File: src/hw/rtl/trg_pkg.sv
// Shared widths, codes and types of the thermal runaway guard.
`timescale 1ns / 1ps

package trg_pkg;

    // Field widths
    localparam int TEMP_W    = 16;
    localparam int TIME_W    = 32;
    localparam int HYST_W    = 10;
    localparam int RISE_W    = 11;
    localparam int MODE_W    = 3;
    localparam int CFG_IDX_W = 3;
    localparam int CFG_DAT_W = 32;

    // Internal width for band and rise arithmetic on temperatures.
    localparam int CALC_W = TEMP_W + 2;

    // Length of one rise check period in milliseconds.
    localparam logic [TIME_W-1:0] CHECK_PERIOD_MS = TIME_W'(1000);

    // Guard mode codes
    localparam logic [MODE_W-1:0] MODE_INACTIVE = 3'd0;
    localparam logic [MODE_W-1:0] MODE_RAMPUP   = 3'd1;
    localparam logic [MODE_W-1:0] MODE_SLOW     = 3'd2;
    localparam logic [MODE_W-1:0] MODE_AT_TEMP  = 3'd3;
    localparam logic [MODE_W-1:0] MODE_OUT_BAND = 3'd4;
    localparam logic [MODE_W-1:0] MODE_RUNAWAY  = 3'd5;

    // Configuration register indexes
    localparam logic [CFG_IDX_W-1:0] REG_RAMP_WATCHDOG = 3'd0;
    localparam logic [CFG_IDX_W-1:0] REG_HOLD_WATCHDOG = 3'd1;
    localparam logic [CFG_IDX_W-1:0] REG_HYSTERESIS    = 3'd2;
    localparam logic [CFG_IDX_W-1:0] REG_MIN_RISE      = 3'd3;
    localparam logic [CFG_IDX_W-1:0] REG_MIN_TEMP      = 3'd4;
    localparam logic [CFG_IDX_W-1:0] REG_MAX_TEMP      = 3'd5;

    // Configuration values as seen by the step logic.
    typedef struct packed {
        logic        [TIME_W-1:0] ramp_watchdog_ms;
        logic        [TIME_W-1:0] hold_watchdog_ms;
        logic        [HYST_W-1:0] hysteresis_deg;
        logic signed [RISE_W-1:0] min_rise_deg;
        logic signed [TEMP_W-1:0] min_allowed_temp;
        logic signed [TEMP_W-1:0] max_allowed_temp;
    } t_cfg;

    // One input sample.
    typedef struct packed {
        logic signed [TEMP_W-1:0] measured_temp;
        logic signed [TEMP_W-1:0] setpoint;
        logic        [TIME_W-1:0] now_ms;
    } t_sample;

    // Guard state carried from one sample to the next.
    typedef struct packed {
        logic        [MODE_W-1:0] mode;
        logic signed [TEMP_W-1:0] last_check_temp;
        logic        [TIME_W-1:0] check_deadline_ms;
        logic        [TIME_W-1:0] watchdog_start_ms;
    } t_state;

    // One result item.
    typedef struct packed {
        logic [MODE_W-1:0] guard_state;
        logic              shutdown_request;
    } t_result;

endpackage

File: src/hw/rtl/trg_if.sv
// Channel interfaces of the thermal runaway guard: samples, results and configuration.
`timescale 1ns / 1ps

interface trg_sample_if;
    import trg_pkg::*;
    logic                     valid;
    logic                     ready;
    logic signed [TEMP_W-1:0] measured_temp;
    logic signed [TEMP_W-1:0] setpoint;
    logic        [TIME_W-1:0] now_ms;

    modport source (output valid, measured_temp, setpoint, now_ms, input ready);
    modport sink   (input valid, measured_temp, setpoint, now_ms, output ready);
endinterface

interface trg_result_if;
    import trg_pkg::*;
    logic              valid;
    logic              ready;
    logic [MODE_W-1:0] guard_state;
    logic              shutdown_request;

    modport source (output valid, guard_state, shutdown_request, input ready);
    modport sink   (input valid, guard_state, shutdown_request, output ready);
endinterface

interface trg_cfg_if;
    import trg_pkg::*;
    logic                 valid;
    logic                 ready;
    logic [CFG_IDX_W-1:0] index;
    logic [CFG_DAT_W-1:0] data;

    modport source (output valid, index, data, input ready);
    modport sink   (input valid, index, data, output ready);
endinterface

File: src/hw/rtl/trg_cfg_regs.sv
// Configuration register file of the thermal runaway guard.
`timescale 1ns / 1ps

module trg_cfg_regs
    import trg_pkg::*;
(
    input  logic      i_clk,
    input  logic      i_rst_n,
    trg_cfg_if.sink   i_cfg,
    output t_cfg      o_cfg
);

    t_cfg r_cfg;

    // Writes are always taken.
    assign i_cfg.ready = 1'b1;

    // Decode the index of each transfer and load the addressed register.
    always_ff @(posedge i_clk) begin
        if (!i_rst_n) begin
            r_cfg <= '0;
        end else if (i_cfg.valid) begin
            case (i_cfg.index)
                REG_RAMP_WATCHDOG: begin
                    r_cfg.ramp_watchdog_ms <= i_cfg.data[TIME_W-1:0];
                end
                REG_HOLD_WATCHDOG: begin
                    r_cfg.hold_watchdog_ms <= i_cfg.data[TIME_W-1:0];
                end
                REG_HYSTERESIS: begin
                    r_cfg.hysteresis_deg <= i_cfg.data[HYST_W-1:0];
                end
                REG_MIN_RISE: begin
                    r_cfg.min_rise_deg <= i_cfg.data[RISE_W-1:0];
                end
                REG_MIN_TEMP: begin
                    r_cfg.min_allowed_temp <= i_cfg.data[TEMP_W-1:0];
                end
                REG_MAX_TEMP: begin
                    r_cfg.max_allowed_temp <= i_cfg.data[TEMP_W-1:0];
                end
                default: begin
                end
            endcase
        end
    end

    assign o_cfg = r_cfg;

endmodule

File: src/hw/rtl/trg_step_logic.sv
// Combinational next-state and result logic of the guard for one sample.
`timescale 1ns / 1ps

module trg_step_logic
    import trg_pkg::*;
(
    input  t_cfg    i_cfg,
    input  t_sample i_sample,
    input  t_state  i_state,
    output t_state  o_state,
    output t_result o_result
);

    logic signed [CALC_W-1:0] w_temp;
    logic signed [CALC_W-1:0] w_band_lo;
    logic signed [CALC_W-1:0] w_band_hi;
    logic signed [CALC_W-1:0] w_rise;
    logic signed [CALC_W-1:0] w_min_rise;
    logic signed [TEMP_W-1:0] w_last;
    logic        [TIME_W-1:0] w_next_deadline;
    logic        [TIME_W-1:0] w_elapsed;
    logic [MODE_W-1:0]        w_mode;
    logic                     w_target_zero;
    logic                     w_target_pos;
    logic                     w_out_window;
    logic                     w_in_band;
    logic                     w_rise_ok;
    logic                     w_deadline_hit;
    logic                     w_shutdown;

    // Band, rise, window and timer checks on the current sample.
    always_comb begin
        w_target_zero = (i_sample.setpoint == '0);
        w_target_pos  = !w_target_zero && !i_sample.setpoint[TEMP_W-1];
        w_last        = w_target_zero ? '0 : i_state.last_check_temp;

        w_temp     = CALC_W'(i_sample.measured_temp);
        w_band_lo  = CALC_W'(i_sample.setpoint) - CALC_W'(signed'({1'b0, i_cfg.hysteresis_deg}));
        w_band_hi  = CALC_W'(i_sample.setpoint) + CALC_W'(signed'({1'b0, i_cfg.hysteresis_deg}));
        w_in_band  = (w_temp >= w_band_lo) && (w_temp <= w_band_hi);

        w_rise     = w_temp - CALC_W'(w_last);
        w_min_rise = CALC_W'(i_cfg.min_rise_deg);
        w_rise_ok  = (w_rise >= w_min_rise);

        w_out_window = (i_sample.measured_temp > i_cfg.max_allowed_temp) ||
                       (i_sample.measured_temp < i_cfg.min_allowed_temp);

        w_deadline_hit  = (i_state.check_deadline_ms <= i_sample.now_ms);
        w_next_deadline = i_sample.now_ms + CHECK_PERIOD_MS;
        w_elapsed       = i_sample.now_ms - i_state.watchdog_start_ms;
    end

    // Mode transitions: zero target first, then the window, then the mode itself.
    always_comb begin
        w_mode = i_state.mode;
        if (w_target_zero) begin
            w_mode = MODE_INACTIVE;
        end
        if (w_out_window) begin
            w_mode = MODE_RUNAWAY;
        end

        o_state                 = i_state;
        o_state.last_check_temp = w_last;
        o_state.mode            = w_mode;
        w_shutdown              = 1'b0;

        case (w_mode)
            MODE_INACTIVE: begin
                if (w_target_pos) begin
                    o_state.mode              = MODE_RAMPUP;
                    o_state.last_check_temp   = i_sample.measured_temp;
                    o_state.check_deadline_ms = w_next_deadline;
                end
            end
            MODE_RAMPUP: begin
                if (w_deadline_hit) begin
                    if (!w_rise_ok) begin
                        o_state.watchdog_start_ms = i_sample.now_ms;
                        o_state.mode              = MODE_SLOW;
                    end
                    o_state.last_check_temp   = i_sample.measured_temp;
                    o_state.check_deadline_ms = w_next_deadline;
                end
                if (w_in_band) begin
                    o_state.mode = MODE_AT_TEMP;
                end
            end
            MODE_SLOW: begin
                if (w_deadline_hit) begin
                    if (w_rise_ok) begin
                        o_state.mode = MODE_RAMPUP;
                    end
                    o_state.last_check_temp   = i_sample.measured_temp;
                    o_state.check_deadline_ms = w_next_deadline;
                end
                if (w_elapsed >= i_cfg.ramp_watchdog_ms) begin
                    o_state.mode = MODE_RUNAWAY;
                end
            end
            MODE_AT_TEMP: begin
                if (!w_in_band) begin
                    o_state.watchdog_start_ms = i_sample.now_ms;
                    o_state.mode              = MODE_OUT_BAND;
                end
            end
            MODE_OUT_BAND: begin
                if (w_in_band) begin
                    o_state.mode = MODE_AT_TEMP;
                end else if (w_elapsed >= i_cfg.hold_watchdog_ms) begin
                    o_state.mode = MODE_RUNAWAY;
                end
            end
            MODE_RUNAWAY: begin
                w_shutdown = 1'b1;
            end
            default: begin
            end
        endcase

        o_result.guard_state      = o_state.mode;
        o_result.shutdown_request = w_shutdown;
    end

endmodule

File: src/hw/rtl/thermal_runaway_guard.sv
// Top level of the thermal runaway guard: sample register, guard state and result register.
//
// The block watches a heater. Each transfer on i_sample carries one temperature
// reading, the commanded target and the current millisecond time; each sample
// gives exactly one transfer on o_result with the guard state after that sample
// and a shutdown request flag. Configuration registers are loaded through i_cfg
// (index 0 to 5, as listed in the package); the user must load them only while
// no sample is in flight (the block does not enforce it); i_cfg is always ready.
//
// A sample that is taken is loaded into the sample register, evaluated against
// the guard state by the combinational step logic and loaded, with the new guard
// state, into the result register, from which it is shown on o_result. The block
// takes one sample per cycle while the receiver keeps o_result.ready high, set by
// the step logic between the two registers.
//
// Reset clears the guard to inactive, the check and watchdog times and the
// last check temperature to zero, all configuration registers to zero, and
// empties both registers. When the receiver stalls, the result register holds
// its item and the sample register can still take one more sample; after that
// i_sample.ready stays low until the result is taken.
`timescale 1ns / 1ps

module thermal_runaway_guard
    import trg_pkg::*;
(
    input  logic          i_clk,
    input  logic          i_rst_n,
    trg_sample_if.sink    i_sample,
    trg_cfg_if.sink       i_cfg,
    trg_result_if.source  o_result
);

    t_cfg    w_cfg;
    t_sample r_in;
    logic    r_in_valid;
    t_state  r_state;
    t_state  w_state_next;
    t_result w_result;
    t_result r_out;
    logic    r_out_valid;
    logic    w_advance;

    // Configuration registers.
    trg_cfg_regs u_cfg_regs (
        .i_clk   (i_clk),
        .i_rst_n (i_rst_n),
        .i_cfg   (i_cfg),
        .o_cfg   (w_cfg)
    );

    // A held sample moves on when the result register is free or is being emptied.
    assign w_advance      = r_in_valid && (!r_out_valid || o_result.ready);
    assign i_sample.ready = !r_in_valid || w_advance;

    // Sample register.
    always_ff @(posedge i_clk) begin
        if (!i_rst_n) begin
            r_in_valid <= 1'b0;
        end else if (i_sample.ready) begin
            r_in_valid <= i_sample.valid;
        end
    end

    always_ff @(posedge i_clk) begin
        if (i_sample.ready && i_sample.valid) begin
            r_in.measured_temp <= i_sample.measured_temp;
            r_in.setpoint      <= i_sample.setpoint;
            r_in.now_ms        <= i_sample.now_ms;
        end
    end

    // Step logic for the held sample.
    trg_step_logic u_step_logic (
        .i_cfg    (w_cfg),
        .i_sample (r_in),
        .i_state  (r_state),
        .o_state  (w_state_next),
        .o_result (w_result)
    );

    // Guard state is committed together with the result.
    always_ff @(posedge i_clk) begin
        if (!i_rst_n) begin
            r_state <= '{mode: MODE_INACTIVE, default: '0};
        end else if (w_advance) begin
            r_state <= w_state_next;
        end
    end

    // Result register.
    always_ff @(posedge i_clk) begin
        if (!i_rst_n) begin
            r_out_valid <= 1'b0;
        end else if (w_advance) begin
            r_out_valid <= 1'b1;
        end else if (o_result.ready) begin
            r_out_valid <= 1'b0;
        end
    end

    always_ff @(posedge i_clk) begin
        if (w_advance) begin
            r_out <= w_result;
        end
    end

    assign o_result.valid            = r_out_valid;
    assign o_result.guard_state      = r_out.guard_state;
    assign o_result.shutdown_request = r_out.shutdown_request;

    // A shutdown request is only ever shown together with the runaway state.
    a_shutdown_runaway: assert property (@(posedge i_clk) disable iff (!i_rst_n)
        (r_out_valid && r_out.shutdown_request) |-> (r_out.guard_state == MODE_RUNAWAY))
        else $error("shutdown request without runaway state");

    // The committed mode stays within the six guard modes.
    a_mode_range: assert property (@(posedge i_clk) disable iff (!i_rst_n)
        (r_state.mode <= MODE_RUNAWAY))
        else $error("guard mode out of range");

    // The result of a step carries the mode that the same step committed.
    a_result_matches_state: assert property (@(posedge i_clk) disable iff (!i_rst_n)
        w_advance |=> (r_out_valid && (r_out.guard_state == r_state.mode)))
        else $error("result state differs from committed state");

    // A sample that cannot move on stays in the sample register.
    a_sample_held: assert property (@(posedge i_clk) disable iff (!i_rst_n)
        (r_in_valid && !w_advance) |=> (r_in_valid && $stable(r_in)))
        else $error("stalled sample lost");

endmodule

File: src/flat_wrapper.sv
// flat-port wrapper written by rule: the top's interface ports become plain ports
module thermal_runaway_guard_flat import trg_pkg::*;
  (i_clk, i_rst_n, i_sample_valid, i_sample_measured_temp, i_sample_setpoint, i_sample_now_ms, i_sample_ready, i_cfg_valid, i_cfg_index, i_cfg_data, i_cfg_ready, o_result_valid, o_result_guard_state, o_result_shutdown_request, o_result_ready);
  trg_sample_if i_sample_i ();
  trg_cfg_if i_cfg_i ();
  trg_result_if o_result_i ();
  input  logic i_clk;
  input  logic i_rst_n;
  input wire logic [$bits(i_sample_i.valid)-1:0] i_sample_valid;
  input wire logic [$bits(i_sample_i.measured_temp)-1:0] i_sample_measured_temp;
  input wire logic [$bits(i_sample_i.setpoint)-1:0] i_sample_setpoint;
  input wire logic [$bits(i_sample_i.now_ms)-1:0] i_sample_now_ms;
  output wire logic [$bits(i_sample_i.ready)-1:0] i_sample_ready;
  input wire logic [$bits(i_cfg_i.valid)-1:0] i_cfg_valid;
  input wire logic [$bits(i_cfg_i.index)-1:0] i_cfg_index;
  input wire logic [$bits(i_cfg_i.data)-1:0] i_cfg_data;
  output wire logic [$bits(i_cfg_i.ready)-1:0] i_cfg_ready;
  output wire logic [$bits(o_result_i.valid)-1:0] o_result_valid;
  output wire logic [$bits(o_result_i.guard_state)-1:0] o_result_guard_state;
  output wire logic [$bits(o_result_i.shutdown_request)-1:0] o_result_shutdown_request;
  input wire logic [$bits(o_result_i.ready)-1:0] o_result_ready;
  assign i_sample_i.valid = i_sample_valid;
  assign i_sample_i.measured_temp = i_sample_measured_temp;
  assign i_sample_i.setpoint = i_sample_setpoint;
  assign i_sample_i.now_ms = i_sample_now_ms;
  assign i_sample_ready = i_sample_i.ready;
  assign i_cfg_i.valid = i_cfg_valid;
  assign i_cfg_i.index = i_cfg_index;
  assign i_cfg_i.data = i_cfg_data;
  assign i_cfg_ready = i_cfg_i.ready;
  assign o_result_valid = o_result_i.valid;
  assign o_result_guard_state = o_result_i.guard_state;
  assign o_result_shutdown_request = o_result_i.shutdown_request;
  assign o_result_i.ready = o_result_ready;
  thermal_runaway_guard u_core (.i_clk(i_clk), .i_rst_n(i_rst_n), .i_sample(i_sample_i), .i_cfg(i_cfg_i), .o_result(o_result_i));
endmodule
File: config.mk
export PLATFORM = sky130hd
export DESIGN_NAME = thermal_runaway_guard_flat
export DESIGN_NICKNAME = d
export VERILOG_FILES = /design/src/hw/rtl/trg_pkg.sv /design/src/hw/rtl/trg_if.sv /design/src/hw/rtl/trg_cfg_regs.sv /design/src/hw/rtl/trg_step_logic.sv /design/src/hw/rtl/thermal_runaway_guard.sv /design/src/flat_wrapper.sv
export SDC_FILE = /design/constraint.sdc
export NUM_CORES = 1
export LEC_CHECK = 0
export ABC_AREA = 1
export CAP_MARGIN = 20
export CORE_MARGIN = 1.5
export CORE_UTILIZATION = 45
export DETAILED_ROUTE_END_ITERATION = 8
export DONT_BUFFER_PORTS = 1
export RECOVER_POWER = 100
export SETUP_SLACK_MARGIN = 0.3
export SLEW_MARGIN = 25
export SYNTH_ARGS = -nofsm -noshare
export SYNTH_HDL_FRONTEND = slang
export SYNTH_HIERARCHICAL = 1
export SYNTH_SLANG_ARGS = --single-unit
export TNS_END_PERCENT = 5
File: constraint.sdc
create_clock -name i_clk -period 6.7 [get_ports i_clk]
set_clock_uncertainty 0.15 [all_clocks]
set_input_delay 1.005 -clock i_clk [delete_from_list [all_inputs] [get_ports i_clk]]
set_output_delay 1.005 -clock i_clk [all_outputs]
set_load 0.01 [all_outputs]
==> flow_summary.toml, run 1 <==
[status]
outcome = "complete, but fails checks"
violations = "max-capacitance violations, max-slew violations"

[logic_synthesis]
synth_flop_cell = "dfxtp_1"
synth_edf_count = 68
async_flop_share_pct = 0
synth_cell_type_count = 53
yosysSeqAreaShare_pct = 26.7
ys_ff_latch = 270
avgSynthCellArea_um2 = 6.62
synth_fp_nets = 3802
syn_area_um2 = 22800
ys.warnings.count = 6
postSynthCellCount = 3447

[cells_and_area]
nets = 3702
most-common-layout-cells = "nand2_1 (750), nor2_1 (479), inv_1 (442)"
multi_input_area_um2 = 14200
syn_to_final_growth_pct = 5.69
drive_gt1_share_pct = 3.97
seq_area_um2 = 6090
insertedDiodeCount = 0
fill_cells = 5195
final_common_cell = "nand2_1"

[clock_network]
clock_sinks = 270
numCtsBuffers = 35
clock_latency_ns = 0.57
clkTransAtPathRegs_ns = 0.06
h-tree-depth = 2
cts_buffer_depth = 3
cts_tree = "built"
ctsRootBufferMaster = "clkbuf_16"

[drt]
routedWlPerCell_um = 17.2
dr.first_iter.drc_count = 1573
avgViaCountPerCell = 5.38
drc_errors = 0
route.vias.total = 21700
final_antenna_net_count = 0
first_pass_iters = 5
wl_um = 69800

[grt]
grt_pass1_vias = 20700
grt_max_degree = 202
grt_usage_pct = 26.3
grt_first_pass_wirelength_um = 111000
antenna_found_initial = 1
grt-ovfl-total = 0

[sta]
finalCritPeriodShare_pct = 88.5
clock.fmax_mhz = 169
final_max_slew_viol_count = 242
tightest_slew_ns = 3.85
hold_ws_ns = 0.331
tns_ns = 0
setup-violations-final = 0
max-slew-margin-rel_pct = -157
rsz0062_at_grt = "false"
finalWorstPathRequiredPeriod_ns = 5.93
hold_violations = 0

[setup_path]
crit_required_ns = 7.06
worstPathArrival_ns = 6.29
r2r_slack_ns = 0.77
critical_path_class = "flop to flop"
startpoint_type = "flop"
slowest_delay_ns = 1.92
rr_worst_depth = 20
endpoint_kind = "flop"
cp_max_fo = 28
r2r-end = "u_core/r_state[41]"
crit_start = "u_core/r_in[63]"
path_cells = "ha_1, nand2_1, inv_1, nand3_1, nor3_1, nand2_1, nand2_1, nand2_1, nand2_1, nand2_1, nor2_1, nand2_1, nor2_1, buf_4, nand3_1, nand3_1, inv_1, nand3_1, nand2_1, nor2_1"
r2r-start = "u_core/r_in[63]"
cp_common_cell = "nand2_1"
worst_path_max_delay_cell = "nor2_1"
crit_path_end = "u_core/r_state[41]"

[placement]
port_buffers = 0
gp_congestion = 0.904
hpwlAfterDp_um = 49600

[run]
cap_violations = 4

[power]
powerDensity_nw_per_um2 = 227
p_leak_nw = 11.0
ir_drop_mv = 0.222

[floorplan]
dieArea_um2 = 52100
rows = 82
die_h_um = 228
start_util_pct = 45.6
io_pins = 111
core_um2 = 50100
die_w_um = 228

[worst_hold_path]
hold_class = "flop to flop"
==> where the power goes <==
part           switching, mW  internal (mW)  leakage, nW
logic                   1.03          0.635         8.14
registers              0.118           1.77         2.31
clock network          0.786           1.13        0.556
total                   1.93           3.53         11.0
==> flip-flops by register name, indices dropped and copies added (netlist names) <==
name	flops
u_core/r_in_valid	1
u_core/r_in	64
u_core/o_result.valid	1
u_core/o_result.shutdown_request	1
u_core/r_state	83
u_core/u_cfg_regs/o_cfg	117
u_core/o_result.guard_state	3
==> repair_timing <==
| item | in CTS | in global routing |
|---|---|---|
| buffers inserted | 0 | 5 |
| endpoints found under the setup margin | 0 | 31 |
| resized for setup | 0 | 1 |
| hold buffers | 0 | 0 |
==> metal layers <==
metal | track usage (%) | part of all wire (%) | up-vias
met5 | 0 | 0.019 | -
met4 | 9.89 | 3.4 | 2
met3 | 3.21 | 4.8 | 135
met2 | 46.2 | 48 | 591
met1 | 32.7 | 44 | 10000
li1 | - | - | 11000
==> cells by family after synthesis <==
| family | Yosys count | synth area share [%] |
|---|---|---|
| AO/OA/AOI/OAI | 541 | 13.6 |
| XOR/XNOR | 97 | 3.72 |
| adder cells (fa/ha/maj) | 251 | 13.9 |
| buffers and inverters | 614 | 11.5 |
| flip-flops | 270 | 26.7 |
| other | 1 | 0.0164 |
| AND/OR/NAND/NOR | 1673 | 30.7 |
==> through the flow <==
| stage | worst slack, ns | power, mW | std cells | utilization [%] | instance area (um^2) |
|---|---|---|---|---|---|
| after floorplan | 1.38 | 3.14 | 3447 | - | 22800 |
| after global placement | 0.933 | 3.48 | 3977 | 45.9 | 23000 |
| after detailed placement | 0.731 | 3.54 | 3977 | 45.9 | 23000 |
| after CTS | 0.713 | 5.48 | 4040 | 48.2 | 24100 |
| after global routing | 0.225 | 5.82 | 4045 | 48.2 | 24100 |
| final | 0.770 | 5.47 | 4045 | 48.2 | 24100 |
==> critical path: cells and delay by family (launching register included) <==
| family | cells | cell delay [ns] |
|---|---|---|
| buf+inv | 3 | 0.65 |
| fa+ha+maj | 1 | 0.45 |
| simple gates | 16 | 3.99 |
| flops | 1 | 0.63 |
==> layout make-up <==
type / instances / area share (%)
clock buffer: 46 / 4.01
clock inverter: 17 / 0.700
inverter: 453 / 7.07
multi-input combinational: 2563 / 58.7
sequential: 270 / 25.2
tap: 672 / 3.48
timing repair buffer: 24 / 0.825
==> synthesized netlist by cell type, types with 11 or more instances <==
cell type  instances  area (um^2)
nand4_1           36          225
o21ai_0          138          691
xnor2_1           19          166
o21bai_1          51          383
or2_2             22          138
nor3_1            27          135
edfxtp_1          68         2040
inv_1            443         1660
dfxtp_1          202         4040
buf_6             20          225
buf_1             11         41.3
xor2_1            78          683
buf_4             20          150
nor2_1           481         1810
clkbuf_1          44          165
nand3_1          326         1630
ha_1             247         3090
buf_2             65          325
a21oi_1          265         1330
nand2_1          749         2810
o211ai_1          27          203
==> worst min path at each step <==
stage	from	slack, ns	cells after the start	end
2_1_floorplan	u_core/r_state[64]	0.30	2	u_core/r_state[64]
3_3_place_gp	u_core/u_cfg_regs/o_cfg[6]	0.31	2	u_core/u_cfg_regs/o_cfg[6]
3_5_place_dp	u_core/u_cfg_regs/o_cfg[21]	0.32	2	u_core/u_cfg_regs/o_cfg[21]
4_1_cts	u_core/u_cfg_regs/o_cfg[21]	0.33	2	u_core/u_cfg_regs/o_cfg[21]
5_1_grt	u_core/u_cfg_regs/o_cfg[21]	0.35	2	u_core/u_cfg_regs/o_cfg[21]
6_report	u_core/u_cfg_regs/o_cfg[22]	0.33	2	u_core/u_cfg_regs/o_cfg[22]
No activity file was read; power rests on OpenSTA's default activity.
==> inputs of run 2 (changes only) <==
Settings changed: CELL_PAD_IN_SITES_DETAIL_PLACEMENT from default to 1, CELL_PAD_IN_SITES_GLOBAL_PLACEMENT from default to 1, PLACE_DENSITY_LB_ADDON from default to 0.1.
==> flow_summary.toml, run 2 (synthesis results as in run 1) <==
[cells_and_area]
final_common_cell = "nand2_1"
fin_area_um2 = 24200
most-common-layout-cells = "nand2_1 (751), nor2_1 (476), inv_1 (440)"
fill_cells = 6737
nets = 3706
largest_register_ffs = 117
syn_to_final_growth_pct = 5.86
drive_gt1_share_pct = 4.29

[power]
p_leak_nw = 11.0
ir_drop_mv = 0.194
power_switching_mw = 2.00
comb_power_share_pct = 31.3
switching_share_pct = 36.2
p_int_mw = 3.53
pwr-share-clk_pct = 34.7
powerDensity_nw_per_um2 = 229
power_frac_seq_pct = 34.0

[sta]
tns_ns = 0
rsz0062_at_grt = "false"
finalWorstPathRequiredPeriod_ns = 6.08
setup-violations-final = 0
layout_setup_ws_ns = 0.618
tightest_slew_ns = 3.99
hold_violations = 0
finalCritPeriodShare_pct = 90.8
final_max_slew_viol_count = 374
hold_ws_ns = 0.333
max-slew-margin-rel_pct = -166
clock.fmax_mhz = 164

[grt]
grt_usage_pct = 29.0
grt_first_pass_wirelength_um = 122000
grt_pass1_vias = 22600
grt_max_degree = 202
grt-ovfl-total = 0
antenna_found_initial = 2

[clock_network]
clkTransAtPathRegs_ns = 0.06
h-tree-depth = 2
numCtsBuffers = 35
cts_tree = "built"
cts_buffer_depth = 3
ctsRootBufferMaster = "clkbuf_16"
clock_sinks = 270
clock_latency_ns = 0.56
cts_hold_buf = 0

[setup_path]
startpoint_type = "flop"
worst_path_max_delay_cell = "edfxtp_1"
r2r_slack_ns = 0.62
worstPathArrival_ns = 6.43
crit_required_ns = 7.05
slowest_delay_ns = 0.48
cp_max_fo = 24
cp_common_cell = "nand2_1"
endpoint_kind = "flop"
r2r-start = "u_core/r_in[33]"
r2r-end = "u_core/r_state[18]"
critical_path_class = "flop to flop"
rr_worst_depth = 36

[floorplan]
die_h_um = 228
rows = 82
core_um2 = 50100
die_w_um = 228
dieArea_um2 = 52100
io_pins = 111
start_util_pct = 45.6

[placement]
gp_congestion = 0.895
place_area_um2 = 23000
place_ws_ns = 0.580
hpwlAfterDp_um = 55600
port_buffers = 0

[drt]
wl_um = 76500
first_pass_iters = 5
final_antenna_net_count = 0
dr.first_iter.drc_count = 1289
avgViaCountPerCell = 5.53
route.vias.total = 22400
routedWlPerCell_um = 18.9
drc_errors = 0

[status]
outcome = "complete, but fails checks"
violations = "max-capacitance violations, max-slew violations"

[worst_hold_path]
hold_path_end = "u_core/u_cfg_regs/o_cfg[4]"
min_from = "u_core/u_cfg_regs/o_cfg[4]"
hold_class = "flop to flop"
holdPathStages = 2

[run]
cap_violations = 5
run 2: changes by cell type in the layout (fill, tap and decap cells not counted), moves of 3 or more:
cell	before	now
clkinv_1	8	2
clkinv_2	3	7
buf_4	18	21
nor2_1	479	476
run 2: stage by stage:
stage	std cells	power, mW	utilization [%]
after floorplan	3447	3.14	-
after global placement	3980	3.49	46.0
after detailed placement	3981	3.59	46.0
after CTS	4044	5.54	48.3
after global routing	4049	5.87	48.3
final	4050	5.53	48.3
run 2: cell type report:
| class | instances | area [um^2] | share of cell area, % |
|---|---|---|---|
| well taps | 672 | 841 | 3.48 |
| diodes | 1 | 2.50 | 0.0104 |
| flip-flops and latches | 270 | 6090 | 25.2 |
| clock buffers | 51 | 1050 | 4.34 |
| inverters | 453 | 1710 | 7.06 |
| clock inverters | 12 | 95.1 | 0.393 |
| repair buffers | 28 | 233 | 0.963 |
| multi-input cells | 2563 | 14200 | 58.6 |
run 2: how the worst max path moves through the flow:
stage / start / end / depth (start not counted)
final: u_core/r_in[33] / u_core/r_state[18] / 36
after global routing: u_core/r_in[33] / u_core/r_state[12] / 36
after CTS: u_core/r_in[33] / u_core/r_state[21] / 36
after detailed placement: u_core/r_in[33] / u_core/r_state[21] / 36
after global placement: u_core/r_in[33] / u_core/r_state[28] / 35
after floorplan: u_core/r_in[42] / u_core/r_state[80] / 37
run 2: repair_timing:
item | in CTS | in global routing
setup endpoints to repair | 0 | 28
buffers inserted | 0 | 5
gates resized for setup | 0 | 1
run 2: per-layer routing:
| layer | wire length (um) | share of wire, % | global-route usage (%) | up-vias |
|---|---|---|---|---|
| met4 | 1480 | 1.9 | 6.87 | 2 |
| met2 | 33600 | 44 | 45.9 | 424 |
| met3 | 3280 | 4.3 | 2.86 | 99 |
| met5 | 13 | 0.017 | 0 | - |
| met1 | 38100 | 50 | 42.1 | 10900 |
| li1 | - | - | - | 11000 |
run 2: critical path, delay by kind of cell, from the launching register on:
family | cells | cell delay, ns
AOI/OAI and AO/OA | 6 | 1.27
xor gates and xnor gates | 1 | 0.13
adders and majority gates | 3 | 0.96
buffers and inverters | 3 | 0.43
DFF | 1 | 0.48
and+or+nand+nor | 23 | 2.56
run 2: power by group through the flow:
stage,sequential (mW),combinational [mW],clock [mW]
floorplan,1.86,1.29,0
global placement,1.91,1.59,0
detailed placement,1.91,1.68,0
CTS,1.88,1.70,1.96
global route,1.89,1.97,2.01
finish,1.88,1.73,1.92
==> inputs of run 3 (changes only) <==
Settings changed: HOLD_SLACK_MARGIN from default to 0.1, RECOVER_POWER 100 to 25.
==> flow_summary.toml, run 3 (synthesis results as in run 1) <==
[drt]
routedWlPerCell_um = 18.9
drc_errors = 0
wl_um = 76400
final_antenna_net_count = 0
dr.first_iter.drc_count = 1226
avgViaCountPerCell = 5.53
route.vias.total = 22400
first_pass_iters = 5

[sta]
tns_ns = 0
tightest_slew_ns = 3.96
finalCritPeriodShare_pct = 88.8
max-slew-margin-rel_pct = -164
clock.fmax_mhz = 168
rsz0062_at_grt = "false"
setup-violations-final = 0
hold_violations = 0
hold_ws_ns = 0.332
final_max_slew_viol_count = 260
finalWorstPathRequiredPeriod_ns = 5.95
layout_setup_ws_ns = 0.750

[cells_and_area]
drive_gt1_share_pct = 4.62
fill_cells = 6733
syn_to_final_growth_pct = 6.09
fin_area_um2 = 24200
nets = 3706
insertedDiodeCount = 0
final_common_cell = "nand2_1"
most-common-layout-cells = "nand2_1 (750), nor2_1 (475), inv_1 (440)"
finalNonFillerCells = 4049
post-route-util_pct = 48.4
largest_register_ffs = 117

[worst_hold_path]
hold_class = "flop to flop"

[setup_path]
crit_required_ns = 7.04
critical_path_class = "flop to flop"
crit_path_end = "u_core/r_state[21]"
slowest_delay_ns = 0.48
worst_path_max_delay_cell = "edfxtp_1"
startpoint_type = "flop"
endpoint_kind = "flop"
cp_max_fo = 24
worstPathArrival_ns = 6.29
crit_start = "u_core/r_in[33]"
r2r-end = "u_core/r_state[21]"
rr_worst_depth = 36
r2r_slack_ns = 0.75
r2r-start = "u_core/r_in[33]"
cp_common_cell = "nand2_1"

[grt]
grt_use_met1_pct = 42.1
grt_pass1_vias = 22600
grt-ovfl-total = 0
grt_max_degree = 202
antenna_found_initial = 2
grt_usage_pct = 29.0
groute.layer.met3.usage_pct = 2.86
met2_usage_pct = 45.9
grt_first_pass_wirelength_um = 122000
busiest_layer = "met2"

[placement]
gp_congestion = 0.895
place_area_um2 = 23000
place_inst = 3981
place_ws_ns = 0.580
hpwlAfterDp_um = 55600
port_buffers = 0

[clock_network]
ctsRootBufferMaster = "clkbuf_16"
clock_latency_ns = 0.56
clock_sinks = 270
numCtsBuffers = 35
h-tree-depth = 2
cts_buffer_depth = 3
cts_hold_buf = 0
clkTransAtPathRegs_ns = 0.06
cts_tree = "built"

[power]
finalPower_mw = 5.53
ir_drop_mv = 0.195
powerDensity_nw_per_um2 = 228
p_leak_nw = 11.1

[floorplan]
rows = 82
start_util_pct = 45.6
die_w_um = 228
io_pins = 111
die_h_um = 228
core_um2 = 50100
dieArea_um2 = 52100

[status]
violations = "max-capacitance violations, max-slew violations"
outcome = "complete, but fails checks"

[run]
cap_violations = 3
-- run 3: critical path, delay by kind of cell (launching register included) --
kind	cells	cell delay (ns)
compound gates	6	1.16
xor+xnor	1	0.13
fa+ha+maj	3	0.97
buf+inv	3	0.43
flops	1	0.48
simple gates	23	2.55
-- run 3: area by class of cell --
| class | count | area, um^2 | share of cell area, % |
|---|---|---|---|
| clock inverters | 12 | 95.1 | 0.393 |
| clock buffers | 51 | 1050 | 4.33 |
| repair buffers | 28 | 239 | 0.987 |
| well taps | 672 | 841 | 3.47 |
| multi-input cells | 2563 | 14200 | 58.6 |
| inverters | 453 | 1710 | 7.05 |
| flip-flops and latches | 270 | 6090 | 25.1 |
-- run 3: worst min path at each step --
stage,endpoint,cells after the start,from
global placement,u_core/u_cfg_regs/o_cfg[7],2,u_core/u_cfg_regs/o_cfg[7]
floorplan,u_core/r_state[64],2,u_core/r_state[64]
detailed placement,u_core/u_cfg_regs/o_cfg[4],2,u_core/u_cfg_regs/o_cfg[4]
finish,u_core/u_cfg_regs/o_cfg[97],2,u_core/u_cfg_regs/o_cfg[97]
CTS,u_core/u_cfg_regs/o_cfg[4],2,u_core/u_cfg_regs/o_cfg[4]
global route,u_core/u_cfg_regs/o_cfg[105],2,u_core/u_cfg_regs/o_cfg[105]
-- run 3: power breakdown --
part | switching [mW] | total [mW] | internal [mW]
logic | 1.09 | 1.73 | 0.637
clock network | 0.789 | 1.92 | 1.13
registers | 0.115 | 1.88 | 1.76
-- run 3: routing by layer --
layer / up-vias / wire length (um)
met5: - / 13
met2: 415 / 33700
met4: 2 / 1480
met3: 98 / 3330
li1: 11000 / -
met1: 10900 / 37900
-- run 3: timing repair --
item	4_1_cts	5_1_grt
setup endpoints to repair	0	28
gates resized for setup	0	1
buffers inserted	0	5
